**src/rtl/prgb_pkg.sv**
```systemverilog
// shared types and constants for the camera pixel unpacker
// no dependencies; imported by every module of the block
package prgb_pkg;

   localparam int MAX_WIDTH_DEF  = 2048;
   localparam int MAX_HEIGHT_DEF = 2048;

   localparam int PIX_W   = 24;
   localparam int DEST_W  = 22;
   localparam int FMT_W   = 2;
   localparam int SIZE_W  = 12;
   localparam int CSR_IDX_W  = 2;
   localparam int CSR_DATA_W = 12;

   localparam logic [FMT_W-1:0] FMT_RGB565 = 2'd0;
   localparam logic [FMT_W-1:0] FMT_RGB555 = 2'd1;
   localparam logic [FMT_W-1:0] FMT_RGB24  = 2'd2;
   localparam logic [FMT_W-1:0] FMT_GREY   = 2'd3;

   localparam logic [CSR_IDX_W-1:0] CSR_SOURCE_FORMAT = 2'd0;
   localparam logic [CSR_IDX_W-1:0] CSR_MIRROR        = 2'd1;
   localparam logic [CSR_IDX_W-1:0] CSR_FRAME_WIDTH   = 2'd2;
   localparam logic [CSR_IDX_W-1:0] CSR_FRAME_HEIGHT  = 2'd3;

   localparam logic [SIZE_W-1:0] FRAME_WIDTH_RST  = 12'd640;
   localparam logic [SIZE_W-1:0] FRAME_HEIGHT_RST = 12'd480;

   typedef struct packed {
      logic [FMT_W-1:0]  source_format;
      logic              mirror;
      logic [SIZE_W-1:0] frame_width;
      logic [SIZE_W-1:0] frame_height;
   } cfg_type;

endpackage

```
**src/rtl/pixel_unpack_to_rgb32_mirror.sv**
```systemverilog
// Camera pixel unpacker: converts one RGB565, RGB555, RGB24 or grey pixel
// per transfer into a 0xRRGGBB word with its raster destination index,
// optionally mirrored per row, and flags the last pixel of each frame. It
// takes one pixel every clock cycle while the output is not stalled; each
// result is in the output register in the cycle after its pixel is taken
// and the input stays ready whenever that register is empty or being
// drained in the same cycle. Configuration writes take effect on the next
// pixel and never reset the raster counters.
// depends on prgb_pkg, prgb_decode, prgb_addr
module pixel_unpack_to_rgb32_mirror #(
   parameter int MAX_WIDTH  = prgb_pkg::MAX_WIDTH_DEF,
   parameter int MAX_HEIGHT = prgb_pkg::MAX_HEIGHT_DEF
) (
   input  logic                            clock,
   input  logic                            reset,
   input  logic                            req_valid,
   output logic                            req_ready,
   input  logic [prgb_pkg::PIX_W-1:0]      req_pixel_word,
   output logic                            rsp_valid,
   input  logic                            rsp_ready,
   output logic [prgb_pkg::PIX_W-1:0]      rsp_rgb_pixel,
   output logic [prgb_pkg::DEST_W-1:0]     rsp_dest_index,
   output logic                            rsp_frame_last,
   input  logic                            csr_valid,
   output logic                            csr_ready,
   input  logic [prgb_pkg::CSR_IDX_W-1:0]  csr_index,
   input  logic [prgb_pkg::CSR_DATA_W-1:0] csr_data
);
   import prgb_pkg::*;

   cfg_type cfg_ff, cfg_in;

   logic              valid_ff, valid_in;
   logic [PIX_W-1:0]  rgb_ff;
   logic [DEST_W-1:0] dest_ff;
   logic              last_ff;

   logic              take;
   logic [PIX_W-1:0]  rgb;
   logic [DEST_W-1:0] dest;
   logic              last;

   assign csr_ready = 1'b1;
   assign req_ready = !valid_ff || rsp_ready;
   assign take      = req_valid && req_ready;

   always_comb begin
      cfg_in = cfg_ff;
      if (csr_valid) begin
         case (csr_index)
            CSR_SOURCE_FORMAT: cfg_in.source_format = csr_data[FMT_W-1:0];
            CSR_MIRROR:        cfg_in.mirror        = csr_data[0];
            CSR_FRAME_WIDTH:   cfg_in.frame_width   = csr_data[SIZE_W-1:0];
            CSR_FRAME_HEIGHT:  cfg_in.frame_height  = csr_data[SIZE_W-1:0];
            default:           cfg_in = cfg_ff;
         endcase
      end
   end

   prgb_decode u_decode (
      .source_format (cfg_ff.source_format),
      .pixel_word    (req_pixel_word),
      .rgb_pixel     (rgb)
   );

   prgb_addr #(
      .MAX_WIDTH  (MAX_WIDTH),
      .MAX_HEIGHT (MAX_HEIGHT)
   ) u_addr (
      .clock      (clock),
      .reset      (reset),
      .advance    (take),
      .cfg        (cfg_ff),
      .dest_index (dest),
      .frame_last (last)
   );

   assign valid_in = take || (valid_ff && !rsp_ready);

   always_ff @(posedge clock) begin
      if (reset) begin
         valid_ff <= 1'b0;
         cfg_ff   <= '{source_format: FMT_RGB565, mirror: 1'b0,
                       frame_width: FRAME_WIDTH_RST, frame_height: FRAME_HEIGHT_RST};
      end else begin
         valid_ff <= valid_in;
         cfg_ff   <= cfg_in;
      end
   end

   always_ff @(posedge clock) begin
      if (take) begin
         rgb_ff  <= rgb;
         dest_ff <= dest;
         last_ff <= last;
      end
   end

   assign rsp_valid      = valid_ff;
   assign rsp_rgb_pixel  = rgb_ff;
   assign rsp_dest_index = dest_ff;
   assign rsp_frame_last = last_ff;

endmodule

```
**src/rtl/prgb_decode.sv**
```systemverilog
// pixel format decoder: raw camera word to 0xRRGGBB
// depends on prgb_pkg
module prgb_decode (
   input  logic [prgb_pkg::FMT_W-1:0] source_format,
   input  logic [prgb_pkg::PIX_W-1:0] pixel_word,
   output logic [prgb_pkg::PIX_W-1:0] rgb_pixel
);
   import prgb_pkg::*;

   always_comb begin
      case (source_format)
         FMT_RGB565: begin
            rgb_pixel = {pixel_word[15:11], 3'b000, pixel_word[10:5], 2'b00,
                         pixel_word[4:0], 3'b000};
         end
         FMT_RGB555: begin
            rgb_pixel = {pixel_word[14:10], 3'b000, pixel_word[9:5], 3'b000,
                         pixel_word[4:0], 3'b000};
         end
         FMT_RGB24: begin
            rgb_pixel = pixel_word;
         end
         FMT_GREY: begin
            rgb_pixel = {pixel_word[7:0], pixel_word[7:0], pixel_word[7:0]};
         end
         default: begin
            rgb_pixel = pixel_word;
         end
      endcase
   end

endmodule

```
**src/rtl/prgb_addr.sv**
```systemverilog
// raster position counters and destination index with optional mirror
// depends on prgb_pkg
module prgb_addr #(
   parameter int MAX_WIDTH  = prgb_pkg::MAX_WIDTH_DEF,
   parameter int MAX_HEIGHT = prgb_pkg::MAX_HEIGHT_DEF
) (
   input  logic                        clock,
   input  logic                        reset,
   input  logic                        advance,
   input  prgb_pkg::cfg_type           cfg,
   output logic [prgb_pkg::DEST_W-1:0] dest_index,
   output logic                        frame_last
);
   import prgb_pkg::*;

   localparam int CW   = $clog2(MAX_WIDTH);
   localparam int RW   = $clog2(MAX_HEIGHT);
   localparam int WCLG = $clog2(MAX_WIDTH + 1);
   localparam int HCLG = $clog2(MAX_HEIGHT + 1);
   localparam int WSW  = (WCLG > SIZE_W) ? WCLG : SIZE_W;
   localparam int HSW  = (HCLG > SIZE_W) ? HCLG : SIZE_W;

   logic [CW-1:0]     col_ff, col_in;
   logic [RW-1:0]     row_ff, row_in;
   logic [DEST_W-1:0] base_ff, base_in;

   logic [WSW-1:0] fw_ext, w_cl;
   logic [HSW-1:0] fh_ext, h_cl;
   logic [CW-1:0]  wm1, col, xcol;
   logic [RW-1:0]  hm1, row;
   logic           last_col, last_row;

   always_comb begin
      fw_ext = WSW'(cfg.frame_width);
      fh_ext = HSW'(cfg.frame_height);
      if (fw_ext == '0) begin
         w_cl = WSW'(1);
      end else if (fw_ext > WSW'(MAX_WIDTH)) begin
         w_cl = WSW'(MAX_WIDTH);
      end else begin
         w_cl = fw_ext;
      end
      if (fh_ext == '0) begin
         h_cl = HSW'(1);
      end else if (fh_ext > HSW'(MAX_HEIGHT)) begin
         h_cl = HSW'(MAX_HEIGHT);
      end else begin
         h_cl = fh_ext;
      end
      wm1 = CW'(w_cl - WSW'(1));
      hm1 = RW'(h_cl - HSW'(1));
      col = (col_ff > wm1) ? wm1 : col_ff;
      row = (row_ff > hm1) ? hm1 : row_ff;
      last_col = (col == wm1);
      last_row = (row == hm1);
      xcol = cfg.mirror ? (wm1 - col) : col;
      dest_index = base_ff + DEST_W'(xcol);
      frame_last = last_col && last_row;
   end

   // counter update for the next pixel
   always_comb begin
      col_in  = col_ff;
      row_in  = row_ff;
      base_in = base_ff;
      if (advance) begin
         if (last_col) begin
            col_in = '0;
            if (last_row) begin
               row_in  = '0;
               base_in = '0;
            end else begin
               row_in  = row + RW'(1);
               base_in = base_ff + DEST_W'(w_cl);
            end
         end else begin
            col_in = col + CW'(1);
         end
      end
   end

   always_ff @(posedge clock) begin
      if (reset) begin
         col_ff  <= '0;
         row_ff  <= '0;
         base_ff <= '0;
      end else begin
         col_ff  <= col_in;
         row_ff  <= row_in;
         base_ff <= base_in;
      end
   end

endmodule

```
**config.mk**
```make
export PLATFORM = sky130hd
export DESIGN_NAME = pixel_unpack_to_rgb32_mirror
export DESIGN_NICKNAME = d
export VERILOG_FILES = /design/src/rtl/prgb_pkg.sv /design/src/rtl/pixel_unpack_to_rgb32_mirror.sv /design/src/rtl/prgb_decode.sv /design/src/rtl/prgb_addr.sv
export SDC_FILE = /design/constraint.sdc
export NUM_CORES = 1
export LEC_CHECK = 0
export BUFFER_PORTS_ARGS = -buffer_cell sky130_fd_sc_hd__buf_2
export CELL_PAD_IN_SITES_DETAIL_PLACEMENT = 1
export CELL_PAD_IN_SITES_GLOBAL_PLACEMENT = 1
export CORE_MARGIN = 4
export CORE_UTILIZATION = 49
export DETAILED_ROUTE_END_ITERATION = 10
export GPL_TIMING_DRIVEN = 0
export PLACE_DENSITY_LB_ADDON = 0.1
export SYNTH_ARGS = -nofsm -noshare
export SYNTH_HDL_FRONTEND = slang
export SYNTH_SLANG_ARGS = --single-unit
export TNS_END_PERCENT = 5
```
**constraint.sdc**
```tcl
create_clock -name clock -period 14.5 [get_ports clock]
set_input_delay 0.725 -clock clock [delete_from_list [all_inputs] [get_ports clock]]
set_output_delay 0.725 -clock clock [all_outputs]
set_load 0.01 [all_outputs]
```
==> results of run 1 <==
## synthesized netlist by cell type (5+ instances only)
| master | number | share of area |
|---|---|---|
| o21ai_0 | 46 | 0.027 |
| or3_1 | 11 | 0.0080 |
| inv_1 | 52 | 0.023 |
| ha_1 | 54 | 0.079 |
| o21a_1 | 8 | 0.0070 |
| buf_2 | 5 | 0.0029 |
| nor2b_1 | 20 | 0.015 |
| xnor2_1 | 46 | 0.047 |
| a21boi_0 | 7 | 0.0061 |
| nand4_1 | 11 | 0.0080 |
| or2_2 | 5 | 0.0037 |
| dfxtp_1 | 72 | 0.17 |
| buf_1 | 6 | 0.0026 |
| xor2_1 | 20 | 0.020 |
| nor4_1 | 9 | 0.0066 |
| a211oi_1 | 9 | 0.0079 |
| nor3_1 | 29 | 0.017 |
| edfxtp_1 | 47 | 0.16 |
| o31ai_1 | 5 | 0.0044 |
| nor2_1 | 80 | 0.035 |
| mux2i_1 | 24 | 0.028 |
| and3_1 | 9 | 0.0066 |
| nand2_1 | 115 | 0.050 |
| nand3_1 | 33 | 0.019 |
| a21o_1 | 8 | 0.0070 |
| mux2_2 | 12 | 0.016 |
| mux4_2 | 10 | 0.026 |
| a31oi_1 | 8 | 0.0059 |
| o21bai_1 | 8 | 0.0070 |
| a21oi_1 | 79 | 0.046 |
| and2_1 | 11 | 0.0080 |
| a22oi_1 | 5 | 0.0044 |
| o211ai_1 | 6 | 0.0053 |
| nand2b_1 | 12 | 0.0088 |
| clkbuf_1 | 28 | 0.012 |
## area by class of cell
class	instances	area, µm²
well taps	225	281.5
plain buffers	43	190.2
flip-flops and latches	119	2853
multi-input cells	780	5305
inverters	55	207.7
repair buffers	92	459.2
clock inverters	14	148.9
fillers	2126	7306
clock buffers	17	425.4
## layer usage
metal  up-vias  GRT usage  part of all wire  wire length, µm
met5         -          0                 0                0
met2       215     0.4935              0.50            13900
li1       3832          -                 -                -
met1      3966     0.3679              0.44            12100
met3        33    0.04302             0.045             1248
met4         0    0.06884             0.015              401
## path summary, 6_finish.rpt
kind                           start                           end  slack (ns)  depth (start not counted)
max          cfg_ff[15]$_SDFFE_PP0P_  rsp_dest_index[20]$_DFFE_PP_        4.69                         39
min          cfg_ff[10]$_SDFFE_PP0P_       cfg_ff[10]$_SDFFE_PP0P_        0.49                          2
max reg2reg  cfg_ff[15]$_SDFFE_PP0P_  rsp_dest_index[20]$_DFFE_PP_        4.69                         39
min reg2reg  cfg_ff[10]$_SDFFE_PP0P_       cfg_ff[10]$_SDFFE_PP0P_        0.49                          2
## logic make-up (layout without fill, tap and decap cells)
kind of cell    count (synthesis)  count (layout)  synth area share
simple gates                  369             369            0.2103
compound gates                239             239            0.1818
flops                         119             119            0.3335
buf+inv                        98             221           0.04636
xor+xnor                       66              66           0.06757
fa+ha+maj                      58              58           0.08717
mux                            47              47           0.07284
other cells                     1               1         0.0004384
## power groups by stage
stage | Clock (W) | Combinational (W) | Sequential (W)
finish | 0.000427 | 0.000146 | 0.000367
global route | 0.000448 | 0.000160 | 0.000368
CTS | 0.000431 | 0.000145 | 0.000368
detailed placement | 0 | 0.000143 | 0.000375
global placement | 0 | 0.000137 | 0.000374
floorplan | 0 | 0.0000911 | 0.000377
## tightest hold or removal path, stage by stage (launching register included)
cell     delay, ns
dfxtp_1       0.33
nand2_1       0.06
a21oi_1       0.06
## sequential cells by signal (all words and copies together), names as in the netlist
name	cells
cfg_ff	27
rsp_rgb_pixel	24
rsp_dest_index	22
u_addr.base_ff	22
u_addr.col_ff	11
u_addr.row_ff	11
rsp_frame_last	1
rsp_valid	1
## per-stage QoR
stage,worst slack [ns],util,power (W)
floorplan,6.884,-,0.0004680
global placement,5.090,0.5409,0.0005109
detailed placement,4.848,0.5410,0.0005178
CTS,4.772,0.5744,0.0009434
global route,3.844,0.5747,0.0009759
finish,4.692,0.5747,0.0009401
==> metrics.cfg, run 1 <==
[cts]
clockBufferDepth = 2
insertion_delay_ns = 0.43
clk_pin_slew_ns = 0.06
cts_resized = 0
htree_levels = 4
cts_root_buffer = clkbuf_16
cts_tree = built
numCtsBuffers = 17
cts_sinks = 119
hold_buffers = 0
cts_setup_buffers = 0

[worst_setup_path]
slowest_stage = nor4_1
crit_path_end_kind = flip-flop
slowest_delay_ns = 0.82
crit_buf_inv = 6
crit_required_ns = 14.66
cp-start-kind = flip-flop
worstSetupPathType = flip-flop to flip-flop
critPathTopFamily = compound AO/OA/AOI/OAI gates
worstPathArrival_ns = 9.97
crit_fanout = 10

[global_routing]
grt_max_degree = 55
antenna_found_initial = 0
grt.total_usage = 0.2823
grt_first_pass_wirelength_mm = 44.31
grt_pass1_vias = 8176
grt.overflow.total = 0

[floorplan]
start_util = 0.4980
die_w_um = 140.1
rows = 48
core_area_mm2 = 0.01718
die_y_um = 140.1
ios = 93
die_area_mm2 = 0.01964

[cells_and_area]
final_cells = 1345
nets = 1208
syn2layout_area_growth_pct = 15.39
num_antenna_cells = 0
layout_common_cells = 115 x nand2_1, 96 x buf_2, 80 x nor2_1
drive_above_1_share = 0.1536
final_common_cell = nand2_1
fin_area_mm2 = 0.009871

[placed_design]
placed_area_mm2 = 0.009293
dp_cells = 1313
portBuffers = 91
gp_congestion = 0.8811
dp_hpwl_mm = 20.90

[sta]
holdWs_ns = 0.4931
slew_headroom = 0.2647
tightestPinTransition_ns = 1.095
fin_tns_setup_ns = 0
hold_violations = 0
finClkSkew_ns = 0.01463
finalMaxSlewViolations = 0
finalSetupViolations = 0
min_period_ns = 9.808
period_share = 0.6764
clock.fmax_mhz = 102.0
rsz0062_at_grt = false

[pwr]
p_clk_frac = 0.454
powerDensity_mw_per_mm2 = 95.24
ir_drop_mv = 0.09298
power.share.switching = 0.2896
p_leak_nw = 4.000
power_switching_w = 0.0002723
comb_power_share = 0.155
intPower_w = 0.0006678
power_frac_seq = 0.391

[route]
drt-initial-drc-count = 584
routed_via_density = 5.982
vias = 8046
routedWlPerCell_um = 20.56
drc_errors = 0
route.final.wire_length_mm = 27.65
antenna_left = 0
drtPass1Iterations = 5

[synthesis]
synth_warnings = 0
ys_seq_area_frac = 0.3335
synth_seq_cells = 119
async_reset_ff_frac = 0
synth_cell_types = 85
syn_nets = 1097
synth_edf_count = 47
yosys_most_used_dff = dfxtp_1
synth_area_mm2 = 0.008554
synth_cells = 997
avgSynthCellArea_um2 = 8.580

[min_path]
min_path_type = flip-flop to flip-flop

[run]
drv_cap = 0

[run_status]
status = complete, no violations

(Power assumes the default switching activity.)
==> run 2, diff against run 1 <==
--- a/config.mk
+++ b/config.mk
@@ -9,7 +9,7 @@
 export CELL_PAD_IN_SITES_DETAIL_PLACEMENT = 1
 export CELL_PAD_IN_SITES_GLOBAL_PLACEMENT = 1
 export CORE_MARGIN = 4
-export CORE_UTILIZATION = 49
+export CORE_UTILIZATION = 41
 export DETAILED_ROUTE_END_ITERATION = 10
 export GPL_TIMING_DRIVEN = 0
 export PLACE_DENSITY_LB_ADDON = 0.1
==> constraint.sdc (replaced) <==
create_clock -name clock -period 8.1 [get_ports clock]
set_input_delay 0.405 -clock clock [delete_from_list [all_inputs] [get_ports clock]]
set_output_delay 0.405 -clock clock [all_outputs]
set_load 0.01 [all_outputs]
==> run 2 against run 1 <==
Net effect: core utilization fell by 7.5 points; non-clock buffer count increased by 4; die area increased by 18%; global-route usage is 5.3 points lower; largest cell class unchanged; largest power group unchanged; highest routed layer unchanged.
==> metrics.cfg, run 2 (synthesis gave the netlist of run 1 again) <==
[run_status]
status = complete, no violations

[cts]
cts_tree = built
cts_sinks = 119  ; unchanged
clk_pin_slew_ns = 0.07  ; about the same
clockBufferDepth = 2  ; unchanged
numCtsBuffers = 17  ; unchanged
cts_root_buffer = clkbuf_16
insertion_delay_ns = 0.42  ; about the same
htree_levels = 4  ; unchanged

[worst_setup_path]
worstPathArrival_ns = 7.78  ; -2.19 ns
crit_buf_inv = 7  ; +1
slowest_stage = o41ai_4
crit_required_ns = 8.27  ; -6.39 ns
cp-start-kind = flip-flop
crit_path_end_kind = flip-flop
critPathTopFamily = compound AO/OA/AOI/OAI gates
slowest_delay_ns = 0.44  ; -0.38 ns
crit_fanout = 10  ; unchanged
worstSetupPathType = flip-flop to flip-flop

[placed_design]
gp_congestion = 0.8681  ; -1.5%
dp_hpwl_mm = 20.52  ; -1.9%
placed_area_mm2 = 0.009349  ; +0.61%
portBuffers = 91  ; unchanged
dp_cells = 1358  ; +3.4%
post-place-ws_ns = -1.482  ; -6.331 ns

[pwr]
p_clk_frac = 0.463  ; +0.009
powerDensity_mw_per_mm2 = 169.6  ; +78%
ir_drop_mv = 0.1519  ; +63%
comb_power_share = 0.155  ; about the same
power_switching_w = 0.0005093  ; +87%
power.share.switching = 0.2952  ; +0.005621
p_leak_nw = 4.080  ; +2.0%
power_frac_seq = 0.382  ; -0.009
intPower_w = 0.001216  ; +82%

[route]
drc_errors = 0  ; unchanged
drt-initial-drc-count = 403  ; -31%
routedWlPerCell_um = 19.41  ; -5.6%
routed_via_density = 5.606  ; -6.3%
antenna_left = 0  ; unchanged
drtPass1Iterations = 5  ; unchanged
route.final.wire_length_mm = 27.08  ; -2.1%
vias = 7821  ; -2.8%

[sta]
min_period_ns = 7.613  ; -2.195 ns
finalSetupViolations = 0  ; unchanged
finalMaxSlewViolations = 0  ; unchanged
tightestPinTransition_ns = 1.006  ; -0.08903 ns
period_share = 0.9399  ; +0.2634
setup_ws_ns = 0.4872  ; -4.205 ns
holdWs_ns = 0.2321  ; -0.2610 ns
hold_violations = 0  ; unchanged
finClkSkew_ns = 0.009320  ; -0.005308 ns
slew_headroom = 0.3245  ; +0.05981
clock.fmax_mhz = 131.4  ; +29%

[global_routing]
antenna_found_initial = 0  ; unchanged
grt.overflow.total = 0  ; unchanged
grt_first_pass_wirelength_mm = 43.35  ; -2.2%
grt.total_usage = 0.2297  ; -0.05262
grt_pass1_vias = 7901  ; -3.4%
grt_max_degree = 55  ; unchanged

[cells_and_area]
top_register = cfg_ff
drive_above_1_share = 0.1876  ; +0.03398
largest_reg_flops = 27  ; unchanged
num_antenna_cells = 0  ; unchanged
fin_area_mm2 = 0.01017  ; +3.1%
layout_common_cells = 115 x nand2_1, 94 x buf_2, 78 x nor2_1
n_fill_cell = 2449  ; +15%
nets = 1212  ; +0.33%
final_common_cell = nand2_1
final_core_util = 0.4996  ; -0.07509
syn2layout_area_growth_pct = 18.93
final_cells = 1395  ; +3.7%

[floorplan]
core_area_mm2 = 0.02036  ; +19%
ios = 93  ; unchanged
die_area_mm2 = 0.02324  ; +18%
die_w_um = 152.4  ; +8.8%
start_util = 0.4201  ; -0.07797
die_y_um = 152.4  ; +8.8%
rows = 52  ; +8.3%

[min_path]
min_path_type = input port to flip-flop

[run]
drv_cap = 0  ; unchanged

run 2: worst register-to-register path: cells and delay by family, from the launching register on:
family,cells,cell delay (ns)
AO/OA/AOI/OAI,12,2.52
adder cells (fa/ha/maj),6,1.66
AND/OR/NAND/NOR,11,1.47
buffers and inverters,7,1.03
flip-flops,1,0.30
multiplexers,1,0.24
XOR/XNOR,1,0.15
run 2: what timing repair did:
action / in CTS / in global routing
pin swaps: 4 / 4
endpoints found under the setup margin: 20 / 15
gates resized for setup: 15 / 34
buffers inserted: 4 / 2
gates cloned: 0 / 0
hold buffers: 0 / 0
endpoints found under the hold margin: 0 / 0
run 2: power by group through the flow:
stage / clock network, W / registers (W) / logic [W]
after global routing: 0.000843 / 0.000661 / 0.000296
after CTS: 0.000814 / 0.000658 / 0.000261
after floorplan: 0 / 0.000675 / 0.000163
after detailed placement: 0 / 0.000670 / 0.000256
final: 0.000799 / 0.000658 / 0.000268
after global placement: 0 / 0.000670 / 0.000249
run 2: cell type report:
type                            count  area (µm²)  area share
Multi-Input combinational cell    780        5463      0.5370
Inverter                           55       207.7     0.02042
Timing Repair Buffer               97       500.5     0.04919
Sequential cell                   119        2859      0.2810
Clock inverter                     15       183.9     0.01808
Tap cell                          270       337.8     0.03321
Buffer                             42       196.4     0.01931
Clock buffer                       17       425.4     0.04182
run 2: per-layer routing:
metal	part of all wire	vias to the layer above	GRT usage
met1	0.47	3808	0.3083
met3	0.030	30	0.03181
li1	-	3835	-
met2	0.48	148	0.3901
met4	0.017	0	0.06237
met5	0	-	0
run 2: per-stage QoR:
stage	TNS, ns	power (W)
2_1_floorplan	0	0.0008378
3_3_place_gp	-16.20	0.0009183
3_5_place_dp	-18.12	0.0009260
4_1_cts	0	0.001732
5_1_grt	-0.01335	0.001800
6_report	0	0.001725
run 2: final timing paths:
path / start / to / slack (ns) / depth (start not counted)
min reg2reg: cfg_ff[1]$_SDFFE_PP0P_ / cfg_ff[1]$_SDFFE_PP0P_ / 0.50 / 2
max: cfg_ff[15]$_SDFFE_PP0P_ / rsp_dest_index[20]$_DFFE_PP_ / 0.49 / 38
min: csr_data[7] / cfg_ff[7]$_SDFFE_PP1P_ / 0.23 / 3
max reg2reg: cfg_ff[15]$_SDFFE_PP0P_ / rsp_dest_index[20]$_DFFE_PP_ / 0.49 / 38
==> run 3, diff against run 2 <==
--- a/config.mk
+++ b/config.mk
@@ -5,15 +5,16 @@
 export SDC_FILE = /design/constraint.sdc
 export NUM_CORES = 1
 export LEC_CHECK = 0
+export ABC_CLOCK_PERIOD_IN_PS = 8100
 export BUFFER_PORTS_ARGS = -buffer_cell sky130_fd_sc_hd__buf_2
 export CELL_PAD_IN_SITES_DETAIL_PLACEMENT = 1
 export CELL_PAD_IN_SITES_GLOBAL_PLACEMENT = 1
 export CORE_MARGIN = 4
 export CORE_UTILIZATION = 41
+export CTS_BUF_LIST = sky130_fd_sc_hd__clkbuf_16
 export DETAILED_ROUTE_END_ITERATION = 10
 export GPL_TIMING_DRIVEN = 0
 export PLACE_DENSITY_LB_ADDON = 0.1
 export SYNTH_ARGS = -nofsm -noshare
 export SYNTH_HDL_FRONTEND = slang
 export SYNTH_SLANG_ARGS = --single-unit
-export TNS_END_PERCENT = 5
==> run 3 against run 2 <==
Net effect: non-clock buffer count increased by 3; global-route usage unchanged; final cell count rose by 0.22%; clock-buffer cell count is the same; via count rose by 0.55%; critical path type unchanged; die area unchanged; first-iteration DRC count is the same; largest power group unchanged.
==> metrics.cfg, run 3 (synthesis gave the netlist of run 1 again) <==
[run_status]
status = complete, no violations

[cts]
clockBufferDepth = 2  ; unchanged
cts_sinks = 119  ; unchanged
htree_levels = 4  ; unchanged
clk_pin_slew_ns = 0.07  ; about the same
insertion_delay_ns = 0.43  ; about the same
cts_root_buffer = clkbuf_16
cts_tree = built
hold_buffers = 0  ; unchanged
numCtsBuffers = 17  ; unchanged

[sta]
min_period_ns = 7.634  ; +0.02110 ns
slew_headroom = 0.3539  ; +0.02939
finClkSkew_ns = 0.009012  ; -0.0003077 ns
period_share = 0.9425  ; +0.002606
tightestPinTransition_ns = 0.9618  ; -0.04375 ns
holdWs_ns = 0.2310  ; -0.001112 ns
clock.fmax_mhz = 131.0  ; -0.28%
hold_violations = 0  ; unchanged
finalMaxSlewViolations = 0  ; unchanged
finalSetupViolations = 0  ; unchanged

[global_routing]
grt.total_usage = 0.2297  ; unchanged
antenna_found_initial = 0  ; unchanged
grt_pass1_vias = 7901  ; unchanged
grt_max_degree = 55  ; unchanged
grt_first_pass_wirelength_mm = 43.35  ; unchanged
grt.overflow.total = 0  ; unchanged

[route]
drc_errors = 0  ; unchanged
routed_via_density = 5.625  ; +0.33%
route.final.wire_length_mm = 27.08  ; about the same
routedWlPerCell_um = 19.37  ; -0.21%
drt-initial-drc-count = 403  ; unchanged
antenna_left = 0  ; unchanged
vias = 7864  ; +0.55%
drtPass1Iterations = 5  ; unchanged

[floorplan]
die_y_um = 152.4  ; unchanged
core_area_mm2 = 0.02036  ; unchanged
start_util = 0.4201  ; unchanged
die_area_mm2 = 0.02324  ; unchanged
ios = 93  ; unchanged
rows = 52  ; unchanged
die_w_um = 152.4  ; unchanged

[cells_and_area]
largest_reg_flops = 27  ; unchanged
top_register = cfg_ff
syn2layout_area_growth_pct = 19.23
drive_above_1_share = 0.1906  ; +0.003047
final_common_cell = nand2_1
fin_area_mm2 = 0.01020  ; +0.26%
nets = 1215  ; +0.25%
num_antenna_cells = 0  ; unchanged
layout_common_cells = 115 x nand2_1, 94 x buf_2, 78 x nor2_1

[worst_setup_path]
slowest_delay_ns = 0.44  ; about the same
cp-start-kind = flip-flop
worstPathArrival_ns = 7.80  ; +0.02 ns
crit_required_ns = 8.27  ; about the same
worstSetupPathType = flip-flop to flip-flop
crit_fanout = 10  ; unchanged
slowest_stage = o41ai_4
critPathTopFamily = compound AO/OA/AOI/OAI gates
crit_path_end_kind = flip-flop
crit_buf_inv = 7  ; unchanged
reg2reg_slack_ns = 0.47  ; -0.02 ns

[placed_design]
dp_hpwl_mm = 20.52  ; unchanged
gp_congestion = 0.8681  ; unchanged
placed_area_mm2 = 0.009349  ; unchanged
portBuffers = 91  ; unchanged

[pwr]
ir_drop_mv = 0.1525  ; +0.39%
power_switching_w = 0.0005099  ; +0.11%
power_frac_seq = 0.381  ; about the same
comb_power_share = 0.155  ; about the same
powerDensity_mw_per_mm2 = 169.2  ; -0.19%
p_leak_nw = 4.096  ; +0.39%
intPower_w = 0.001216  ; about the same
p_clk_frac = 0.463  ; about the same
power.share.switching = 0.2954  ; about the same

[run]
drv_cap = 0  ; unchanged

[min_path]
min_path_type = input port to flip-flop

## run 3: changes by cell type in the layout (fill, tap and decap cells not counted)
| cell | change |
|---|---|
| buf_4 | +3 |
| a21oi_1 | -1 |
| a21oi_2 | +1 |
| o21ai_0 | +1 |
| o21ai_1 | -1 |
## run 3: area by class of cell
class | instances | area (µm²)
Fill cell | 2445 | 10160
Multi-Input combinational cell | 780 | 5466
Sequential cell | 119 | 2859
Timing Repair Buffer | 100 | 523.0
Clock buffer | 17 | 425.4
Tap cell | 270 | 337.8
Inverter | 55 | 207.7
Buffer | 42 | 196.4
Clock inverter | 15 | 183.9
## run 3: worst min-delay path, delay by kind of cell
family,cells,cell delay (ns)
and+or+nand+nor,2,0.12
buffers and inverters,1,0.10
## run 3: worst paths after layout
check	startpoint	end	cells after the start
max	cfg_ff[15]$_SDFFE_PP0P_	rsp_dest_index[20]$_DFFE_PP_	38
min	csr_data[7]	cfg_ff[7]$_SDFFE_PP1P_	3
max reg2reg	cfg_ff[15]$_SDFFE_PP0P_	rsp_dest_index[20]$_DFFE_PP_	38
min reg2reg	cfg_ff[1]$_SDFFE_PP0P_	cfg_ff[1]$_SDFFE_PP0P_	2
## run 3: repair_timing
item,CTS,global route
gates resized for setup,15,34
pin swaps,4,6
setup buffers,4,5
hold endpoints to repair,0,0
setup endpoints to repair,20,15
cloned,0,0
## run 3: per-layer routing
metal	GRT usage	vias up	wire length (µm)
met5	0	-	0
met4	0.06237	0	445
met3	0.03181	30	931
met2	0.3901	165	13050
met1	0.3083	3821	12660
li1	-	3848	-
## run 3: power groups by stage
stage | Clock, W | Sequential (W) | Combinational [W]
floorplan | 0 | 0.000675 | 0.000163
global placement | 0 | 0.000670 | 0.000249
detailed placement | 0 | 0.000670 | 0.000256
CTS | 0.000814 | 0.000658 | 0.000261
global route | 0.000843 | 0.000661 | 0.000297
finish | 0.000800 | 0.000658 | 0.000268
## run 3: through the flow
step | worst slack, ns | total power, W | utilization | TNS [ns] | instances
6_report | 0.4660 | 0.001726 | 0.5009 | 0 | 1398
5_1_grt | -0.03510 | 0.001801 | 0.5009 | -0.08038 | 1398
2_1_floorplan | 0.4839 | 0.0008378 | - | 0 | 997
3_5_place_dp | -1.482 | 0.0009260 | 0.4591 | -18.12 | 1358
3_3_place_gp | -1.365 | 0.0009183 | 0.4590 | -16.20 | 1358
4_1_cts | 0.02135 | 0.001732 | 0.4934 | 0 | 1394
